### config.mk
export PLATFORM = sky130hd
export DESIGN_NAME = gray_to_pseudocolor_rgb
export DESIGN_NICKNAME = d
export VERILOG_FILES = /design/src/design/gtp_pkg.sv /design/src/design/gtp_front.sv /design/src/design/gtp_temp.sv /design/src/design/gtp_lane.sv /design/src/design/gray_to_pseudocolor_rgb.sv
export SDC_FILE = /design/constraint.sdc
export NUM_CORES = 2
export LEC_CHECK = 0
export ABC_AREA = 1
export BUFFER_PORTS_ARGS = -buffer_cell sky130_fd_sc_hd__buf_2
export CAP_MARGIN = 10
export CORE_MARGIN = 8
export CORE_UTILIZATION = 65
export CTS_BUF_LIST = sky130_fd_sc_hd__clkbuf_2
export CTS_CLUSTER_DIAMETER = 100
export DETAILED_ROUTE_END_ITERATION = 10
export PLACE_DENSITY = 0.79
export SLEW_MARGIN = 10
export SYNTH_ARGS = -nofsm -noshare
export SYNTH_HDL_FRONTEND = slang
export SYNTH_SLANG_ARGS = --single-unit
### constraint.sdc
create_clock -name clk -period 19 [get_ports clk]
set_input_delay 2.85 -clock clk [delete_from_list [all_inputs] [get_ports clk]]
set_output_delay 2.85 -clock clk [all_outputs]
set_load 0.01 [all_outputs]
### src/design/gtp_pkg.sv
// shared constants and types for the gray to pseudocolour pipeline
// no dependencies; used by every module of the block
`default_nettype none

package gtp_pkg;

  // fraction bits of the fixed-point datapath
  localparam int FRAC_BITS_DEF = 16;

  // field widths
  localparam int GRAY_W = 8;
  localparam int HUE_W  = 9;
  localparam int SAT_W  = 17;
  localparam int BYTE_W = 8;

  // arithmetic constants
  localparam int GRAY_MAX  = 255;
  localparam int HUE_MOD   = 360;
  localparam int SAT_FULL  = 65536;
  localparam int SAT_FRAC  = 16;

  // register file
  localparam int CFG_IDX_W = 1;
  localparam logic [CFG_IDX_W-1:0] CFG_HUE = 1'b0;
  localparam logic [CFG_IDX_W-1:0] CFG_SAT = 1'b1;
  localparam int HUE_RESET = 100;
  localparam int SAT_RESET = 32768;

  // pipeline depth: 2 front, 2 temp, 4 per channel lane
  localparam int STAGES = 8;

  typedef struct packed {
    logic [HUE_W-1:0] hue;
    logic [SAT_W-1:0] sat;
  } cfg_t;

endpackage

`default_nettype wire

### src/design/gtp_front.sv
// front stages: lightness, hue and saturation in fixed point
// depends on gtp_pkg
`default_nettype none

module gtp_front #(
  parameter int FRAC_BITS = gtp_pkg::FRAC_BITS_DEF
) (
  input  logic                        clk,
  input  logic [1:0]                  en,
  input  logic [gtp_pkg::GRAY_W-1:0]  gray,
  input  gtp_pkg::cfg_t               cfg,
  output logic [FRAC_BITS:0]          l,
  output logic [FRAC_BITS-1:0]        h,
  output logic [FRAC_BITS:0]          s
);

  localparam int F  = FRAC_BITS;
  localparam int GW = gtp_pkg::GRAY_W;
  localparam int HW = gtp_pkg::HUE_W;
  localparam int SW = gtp_pkg::SAT_W;

  // truncated reciprocals; the estimate is the quotient or one below it
  localparam logic [F:0] RECIP_L = (F+1)'((64'd1 << (F + GW)) / gtp_pkg::GRAY_MAX);
  localparam logic [F:0] RECIP_H = (F+1)'((64'd1 << (F + HW)) / gtp_pkg::HUE_MOD);

  logic [HW-1:0]   hue_w;
  logic [SW-1:0]   sat_c;
  logic [GW+F:0]   prod_l;
  logic [HW+F:0]   prod_h;
  logic [SW+F-1:0] s_wide;
  logic [GW+F:0]   rem_l;
  logic [HW+F:0]   rem_h;
  logic [F:0]      h_sum;

  logic [GW-1:0]   gray_q;
  logic [HW-1:0]   hue_q;
  logic [F:0]      lq0;
  logic [F:0]      hq0;
  logic [F:0]      s1;

  always_comb begin
    hue_w  = (cfg.hue >= HW'(gtp_pkg::HUE_MOD)) ? cfg.hue - HW'(gtp_pkg::HUE_MOD) : cfg.hue;
    sat_c  = (cfg.sat > SW'(gtp_pkg::SAT_FULL)) ? SW'(gtp_pkg::SAT_FULL) : cfg.sat;
    prod_l = (GW+F+1)'(gray) * (GW+F+1)'(RECIP_L);
    prod_h = (HW+F+1)'(hue_w) * (HW+F+1)'(RECIP_H);
    s_wide = {sat_c, {F{1'b0}}};
  end

  always_ff @(posedge clk) begin
    if (en[0]) begin
      gray_q <= gray;
      hue_q  <= hue_w;
      lq0    <= prod_l[GW+F:GW];
      hq0    <= prod_h[HW+F:HW];
      s1     <= s_wide[gtp_pkg::SAT_FRAC+F:gtp_pkg::SAT_FRAC];
    end
  end

  // remainder check fixes the estimate up by one where needed
  always_comb begin
    rem_l = (GW+F+1)'({gray_q, {F{1'b0}}})
          - (GW+F+1)'(lq0) * (GW+F+1)'(gtp_pkg::GRAY_MAX);
    rem_h = (HW+F+1)'({hue_q, {F{1'b0}}})
          - (HW+F+1)'(hq0) * (HW+F+1)'(gtp_pkg::HUE_MOD);
    h_sum = hq0 + (F+1)'(rem_h >= (HW+F+1)'(gtp_pkg::HUE_MOD));
  end

  always_ff @(posedge clk) begin
    if (en[1]) begin
      l <= lq0 + (F+1)'(rem_l >= (GW+F+1)'(gtp_pkg::GRAY_MAX));
      h <= h_sum[F-1:0];
      s <= s1;
    end
  end

endmodule

`default_nettype wire

### src/design/gtp_temp.sv
// temp1/temp2 stages and the three channel hues
// depends on gtp_pkg
`default_nettype none

module gtp_temp #(
  parameter int FRAC_BITS = gtp_pkg::FRAC_BITS_DEF
) (
  input  logic                   clk,
  input  logic [1:0]             en,
  input  logic [FRAC_BITS:0]     l,
  input  logic [FRAC_BITS-1:0]   h,
  input  logic [FRAC_BITS:0]     s,
  output logic [FRAC_BITS:0]     t1,
  output logic [FRAC_BITS:0]     t2,
  output logic [FRAC_BITS:0]     d,
  output logic [2:0][FRAC_BITS:0] hue_ch
);

  localparam int F = FRAC_BITS;
  localparam logic [F:0] ONE   = (F+1)'(64'd1 << F);
  localparam logic [F:0] HALF  = (F+1)'(64'd1 << (F - 1));
  localparam logic [F:0] THIRD = (F+1)'((64'd1 << F) / 3);

  logic [2*F+1:0] p;
  logic [F:0]     pf;
  logic [F:0]     l3;
  logic [F:0]     s3;
  logic [F:0]     h3;
  logic           lo;

  logic [F:0]     e;
  logic [F:0]     c_up;
  logic [F:0]     c_dn;

  always_comb begin
    p = (2*F+2)'(l) * (2*F+2)'(s);
  end

  always_ff @(posedge clk) begin
    if (en[0]) begin
      pf <= p[2*F:F];
      l3 <= l;
      s3 <= s;
      h3 <= (F+1)'(h);
      lo <= (l < HALF);
    end
  end

  // temp1 = l + e, temp2 = l - e, so their difference is 2e
  always_comb begin
    e    = lo ? pf : s3 - pf;
    c_up = h3 + THIRD;
    if (c_up > ONE) begin
      c_up = c_up - ONE;
    end
    c_dn = (h3 < THIRD) ? h3 + (ONE - THIRD) : h3 - THIRD;
  end

  always_ff @(posedge clk) begin
    if (en[1]) begin
      t1        <= l3 + e;
      t2        <= l3 - e;
      d         <= {e[F-1:0], 1'b0};
      hue_ch[0] <= c_up;
      hue_ch[1] <= h3;
      hue_ch[2] <= c_dn;
    end
  end

endmodule

`default_nettype wire

### src/design/gtp_lane.sv
// one colour channel: segment select, ramp multiply, add, scale to a byte
// depends on gtp_pkg
`default_nettype none

module gtp_lane #(
  parameter int FRAC_BITS = gtp_pkg::FRAC_BITS_DEF
) (
  input  logic                        clk,
  input  logic [3:0]                  en,
  input  logic [FRAC_BITS:0]          c,
  input  logic [FRAC_BITS:0]          t1,
  input  logic [FRAC_BITS:0]          t2,
  input  logic [FRAC_BITS:0]          d,
  output logic [gtp_pkg::BYTE_W-1:0]  level
);

  localparam int F  = FRAC_BITS;
  localparam int BW = gtp_pkg::BYTE_W;
  localparam logic [F+3:0] ONE_X = (F+4)'(64'd1 << F);
  localparam logic [F+3:0] TWO_X = (F+4)'(64'd2 << F);
  localparam logic [F:0]   TWO3  = (F+1)'((64'd2 << F) / 3);

  logic [F+3:0]  c6;
  logic [F+3:0]  c2;
  logic [F+3:0]  c3;
  logic [F+3:0]  k6;
  logic [F:0]    m_n;
  logic          add_n;
  logic [F:0]    base_n;

  logic [F:0]    m;
  logic          add_a;
  logic [F:0]    base_a;
  logic [F:0]    d_a;

  logic [2*F+1:0] prod;
  logic [F:0]     prod_f;
  logic           add_b;
  logic [F:0]     base_b;

  logic [F+1:0]   v;
  logic [F+9:0]   y;

  // piecewise-linear channel curve
  always_comb begin
    c6     = (F+4)'(c) * (F+4)'(6);
    c2     = (F+4)'(c) << 1;
    c3     = (F+4)'(c) * (F+4)'(3);
    k6     = (F+4)'(TWO3 - c) * (F+4)'(6);
    m_n    = '0;
    add_n  = 1'b0;
    base_n = t2;
    if (c6 < ONE_X) begin
      m_n   = c6[F:0];
      add_n = 1'b1;
    end else if (c2 < ONE_X) begin
      base_n = t1;
    end else if (c3 < TWO_X) begin
      m_n   = k6[F:0];
      add_n = 1'b1;
    end
  end

  always_ff @(posedge clk) begin
    if (en[0]) begin
      m      <= m_n;
      add_a  <= add_n;
      base_a <= base_n;
      d_a    <= d;
    end
  end

  always_comb begin
    prod = (2*F+2)'(d_a) * (2*F+2)'(m);
  end

  always_ff @(posedge clk) begin
    if (en[1]) begin
      prod_f <= prod[2*F:F];
      add_b  <= add_a;
      base_b <= base_a;
    end
  end

  always_ff @(posedge clk) begin
    if (en[2]) begin
      v <= (F+2)'(base_b) + (add_b ? (F+2)'(prod_f) : (F+2)'(0));
    end
  end

  always_comb begin
    y = (F+10)'(v) * (F+10)'(gtp_pkg::GRAY_MAX);
  end

  always_ff @(posedge clk) begin
    if (en[3]) begin
      level <= (y[F+9:F] > 10'(gtp_pkg::GRAY_MAX)) ? BW'(gtp_pkg::GRAY_MAX) : y[F+BW-1:F];
    end
  end

endmodule

`default_nettype wire

### src/design/gray_to_pseudocolor_rgb.sv
// top level of the gray to pseudocolour block: config registers, pipeline control
// depends on gtp_pkg, gtp_front, gtp_temp, gtp_lane
`default_nettype none

// Each gray beat is taken as the lightness of an HSL colour whose hue and
// saturation sit in two config registers (index 0: hue in degrees, wrapped
// at 360; index 1: saturation in 1/65536 units, held at 1.0), and leaves as
// an 8-bit red/green/blue beat. The datapath is an eight-stage pipeline
// that takes one beat per clock whenever in_stall is low: two stages
// turn gray, hue and saturation into fixed point (reciprocal estimate, then
// a remainder correction), two form temp1/temp2 and the three channel hues,
// and four per channel pick the curve segment, multiply the ramp, add and
// scale to a byte. Each stage carries a valid bit; a stage loads whenever it
// is empty or the stage after it moves, so bubbles close up and in_stall
// only rises once every stage holds a beat and out_stall is high. The last
// stage is the output register. Config writes are only legal while the
// pipeline is empty.

module gray_to_pseudocolor_rgb #(
  parameter int FRAC_BITS = gtp_pkg::FRAC_BITS_DEF
) (
  input  logic                           clk,
  input  logic                           rst,
  // config write port
  input  logic                           cfg_we,
  input  logic [gtp_pkg::CFG_IDX_W-1:0]  cfg_index,
  input  logic [gtp_pkg::SAT_W-1:0]      cfg_data,
  // input beat
  input  logic                           in_valid,
  output logic                           in_stall,
  input  logic [gtp_pkg::GRAY_W-1:0]     gray,
  // output beat
  output logic                           out_valid,
  input  logic                           out_stall,
  output logic [gtp_pkg::BYTE_W-1:0]     red,
  output logic [gtp_pkg::BYTE_W-1:0]     green,
  output logic [gtp_pkg::BYTE_W-1:0]     blue
);

  localparam int F = FRAC_BITS;
  localparam int N = gtp_pkg::STAGES;

  gtp_pkg::cfg_t  cfg;
  logic [N-1:0]   vld;
  logic [N-1:0]   en;

  // datapath between modules
  logic [F:0]        l;
  logic [F-1:0]      h;
  logic [F:0]        s;
  logic [F:0]        t1;
  logic [F:0]        t2;
  logic [F:0]        d;
  logic [2:0][F:0]   hue_ch;
  logic [2:0][gtp_pkg::BYTE_W-1:0] level;

  // config registers; an index outside the list is dropped
  always_ff @(posedge clk) begin
    if (rst) begin
      cfg.hue <= gtp_pkg::HUE_W'(gtp_pkg::HUE_RESET);
      cfg.sat <= gtp_pkg::SAT_W'(gtp_pkg::SAT_RESET);
    end else if (cfg_we) begin
      unique case (cfg_index)
        gtp_pkg::CFG_HUE: begin
          cfg.hue <= cfg_data[gtp_pkg::HUE_W-1:0];
        end
        gtp_pkg::CFG_SAT: begin
          cfg.sat <= cfg_data;
        end
        default: begin
        end
      endcase
    end
  end

  // stage load enables, from the output back to the input
  always_comb begin
    en[N-1] = !vld[N-1] || !out_stall;
    for (int i = N - 2; i >= 0; i--) begin
      en[i] = !vld[i] || en[i+1];
    end
  end

  // valid bits move with the data
  always_ff @(posedge clk) begin
    if (rst) begin
      vld <= '0;
    end else begin
      if (en[0]) begin
        vld[0] <= in_valid;
      end
      for (int i = 1; i < N; i++) begin
        if (en[i]) begin
          vld[i] <= vld[i-1];
        end
      end
    end
  end

  assign in_stall  = !en[0];
  assign out_valid = vld[N-1];

  // stages 0..1
  gtp_front #(.FRAC_BITS(FRAC_BITS)) u_front (
    .clk  (clk),
    .en   (en[1:0]),
    .gray (gray),
    .cfg  (cfg),
    .l    (l),
    .h    (h),
    .s    (s)
  );

  // stages 2..3
  gtp_temp #(.FRAC_BITS(FRAC_BITS)) u_temp (
    .clk    (clk),
    .en     (en[3:2]),
    .l      (l),
    .h      (h),
    .s      (s),
    .t1     (t1),
    .t2     (t2),
    .d      (d),
    .hue_ch (hue_ch)
  );

  // stages 4..7, one lane per colour: red, green, blue
  for (genvar g = 0; g < 3; g++) begin : g_lane
    gtp_lane #(.FRAC_BITS(FRAC_BITS)) u_lane (
      .clk   (clk),
      .en    (en[7:4]),
      .c     (hue_ch[g]),
      .t1    (t1),
      .t2    (t2),
      .d     (d),
      .level (level[g])
    );
  end

  assign red   = level[0];
  assign green = level[1];
  assign blue  = level[2];

endmodule

`default_nettype wire

==> run summary <==
DR WL/cell - 16.6 µm
global route overflow - 0
r2r setup slk - 11.90 ns
Final Setup Violations - 0
Post-CTS Setup Bufs - 0
cts bufs inserted - 159
Placer Congestion - 0.974
I/O Pins - 57
Synth Flop Type - edfxtp_1
DIE AREA - 141000 µm²
Syn Inst Count - 9741
initial antenna violation count - 3
Worst Clk Skew - 0.143 ns
synth warn - 0
DR pass1 iterations - 8
Final Net Count - 11800
DP HPWL - 155000 µm
Resized Gates After CTS - 0
Hold Crit Class - register to register
root buf cell - clkbuf_2
largest family of logic cells by synthesized area - adder cells
GRT Resource Usage Total - 27.6%
FFs w/ async S/R, synth - 0%
mux contribution to synthesized area - 0%
Final Hold Fails - 0
Final Max Slew Viols - 0
adder-cell area share of the yosys netlist - 41.9%
RSZ-0062 raised after global routing - no
Port Buffers - 56
crit start category - input port
fmax - 0.107 GHz
Synth Area in Simple Gates - 13.5%
Iter 0 DRT Violations - 4210
post-synthesis compound-gate area fraction - 7.30%
share of cells above drive strength 1 - 4.30%
first-pass GRT wire length - 320000 µm
Skew-Pair Late Insertion Delay - 1.57 ns
final wirelength - 192000 µm
Post-DP Area - 85700 µm²
Post-Synth XOR/XNOR Area - 4.26%
Worst setup EP type - primary output
Vias/cell - 5.43
DRC - 0
Netlist cell types - 63
post-route ant nets - 0
Max H-tree Level - 4
Avg Inst Size Synth - 8.64 µm²
clock-pin slew on the worst setup and hold paths - 0.10 ns
vias in the first global route - 66200
Sink Count - 598
setup_tns - 0 ns
Core Box Area - 129000 µm²
critical path arrival - 6.51 ns
Worst Path Max Fanout - 52
Final Cell Area - 87400 µm²
CTS tree - done
Crit Path Category - input port to primary output
status - finished, final reports clean
Synth Cell Area - 84100 µm²
Starting Density - 65.2%
number of core rows - 132
Max-cap violations - 0
crit share post-route - 49.3%
worst endpoint required time - 16.15 ns
number of synthesized flops with an enable pin - 564
slew margin rel. - 27.8%
register area share after synthesis - 20.9%
Syn Nets - 11900
DIE WIDTH - 376 µm
largest net degree at the start of global routing - 70
Hold-fix buffers, CTS - 0
Period minus WS final - 9.36 ns
maximum buffer depth of the clock tree - 3
Worst-Margin Slew - 1.07 ns
die height - 376 µm
Area Growth Syn to Fin - 3.86%
Synth Register Bits - 598
routed vias - 62800
==> state kept, by name, indices dropped and copies added, names as in the netlist, 9 cells and up <==
signal	count
u_temp.pf	17
g_lane.u_lane.prod_f	51
u_temp.t1	16
g_lane.u_lane.level	24
u_temp.d	16
u_front.h	16
g_lane.u_lane.v	54
g_lane.u_lane.base_a	49
u_temp.s3	17
g_lane.u_lane.d_a	16
u_temp.h3	16
g_lane.u_lane.m	48
cfg	26
u_front.hq0	17
g_lane.u_lane.base_b	49
u_temp.hue_ch	49
u_temp.l3	17
u_front.s	17
u_front.hue_q	9
u_temp.t2	17
u_front.l	17
u_front.s1	17
==> worst max-delay path, stage by stage <==
cell,delay [ns]
buf_2,0.07
nand2_1,0.04
buf_4,0.26
nor2_1,0.20
inv_2,0.06
nor2_1,0.28
inv_4,0.25
nor2_1,0.24
inv_4,0.27
nor2_1,0.21
clkinv_2,0.65
nor2_1,0.35
inv_2,0.06
nor2_1,0.20
inv_2,0.06
nor2_1,0.23
buf_2,0.19
==> Yosys cell counts (4+ instances only) <==
library cell     n  area (µm²)
inv_1         2399        9000
nand2_1       2035        7640
fa_1          1162       23300
ha_1           957       12000
edfxtp_1       564       16900
a21oi_1        513        2570
nor2_1         343        1290
o21ai_0        338        1690
xor2_1         297        2600
clkbuf_1       262         983
nand3_1        208        1040
xnor2_1        112         981
nor3_1          73         365
nand4_1         64         400
dfxtp_1         34         681
a21o_1          31         233
a31oi_1         31         194
o21ai_1         31         155
o21bai_1        26         195
nor4_1          22         138
o211ai_1        21         158
o21a_1          21         158
a211oi_1        16         120
buf_2           15        75.1
buf_1           14        52.6
o31ai_1         14         105
nand3_2         13         130
nand3b_1        13        97.6
a21boi_0        11        82.6
or2_2           10        62.6
a221oi_1         7        61.3
nand2_2          7        43.8
o2111ai_1        7        61.3
inv_2            5        18.8
nor2_2           5        31.3
a41oi_1          4        35.0
buf_6            4        45.0
o21ai_2          4        35.0
o221ai_1         4        35.0
o311ai_0         4        35.0
==> per-layer routing <==
metal  track usage (%)  share of wire [%]  vias to the layer above  wire (µm)
li1                  -                  -                    29900          -
met4              13.2                4.9                        2       9390
met2              47.2                 48                     2209      92400
met3              4.35                6.7                      541      12900
met1              34.4                 40                    30100      77300
met5                 0              0.010                        -         20
==> layout by cell type, fill, tap and decap left out, types with 16 or more instances in the layout <==
cell type,Yosys,routed
a211oi_1,16,16
a21o_1,31,31
a21oi_1,513,513
a31oi_1,31,31
buf_2,15,56
buf_4,2,33
clkbuf_2,0,220
clkinv_1,2,27
clkinv_2,1,22
dfxtp_1,34,34
edfxtp_1,564,564
fa_1,1162,1162
ha_1,957,956
inv_1,2399,2392
nand2_1,2035,2035
nand3_1,208,207
nand4_1,64,64
nor2_1,343,343
nor3_1,73,73
nor4_1,22,22
o211ai_1,21,21
o21a_1,21,21
o21ai_0,338,338
o21ai_1,31,31
o21bai_1,26,26
xnor2_1,112,112
xor2_1,297,297
==> logic make-up (layout without fill, tap and decap cells) <==
kind of cell | after synthesis | count (layout)
AOI/OAI and AO/OA | 1105 | 1105
xor gates and xnor gates | 409 | 409
adders and majority gates | 2119 | 2119
buffers and inverters | 2704 | 2784
DFF | 598 | 598
other | 0 | 6
and+or+nand+nor | 2806 | 2806
==> layout make-up <==
cell class,instances,area [µm²]
antenna,6,15.0
clock buffer,220,1100
clock inverter,68,576
fill,10100,41600
inverter,2407,9040
multi-input combinational,6439,56300
sequential,598,17600
tap,1742,2180
timing repair buffer,89,528
==> worst paths after layout <==
path | from | end | depth (start not counted)
min reg2reg | u_temp.d[11] | g_lane[2].u_lane.d_a[11] | 0
max | out_stall | in_stall | 17
max reg2reg | u_front.hq0[1] | u_front.h[15] | 34
min | u_temp.d[11] | g_lane[2].u_lane.d_a[11] | 0
==> stage by stage <==
stage | hold slack (ns) | std cells | utilization (%) | worst slack [ns]
after CTS | 0.354 | 11600 | 67.7 | 9.62
final | 0.339 | 11600 | 67.7 | 9.64
after detailed placement | 0.405 | 11300 | 66.4 | 9.63
after floorplan | 0.400 | 9741 | - | 1.95
after global routing | 0.347 | 11600 | 67.7 | 9.28
after global placement | 0.400 | 11300 | 66.4 | 9.55
Power is not shown: default switching activity piles up to over one toggle a cycle in this logic, so the estimate is an artifact.
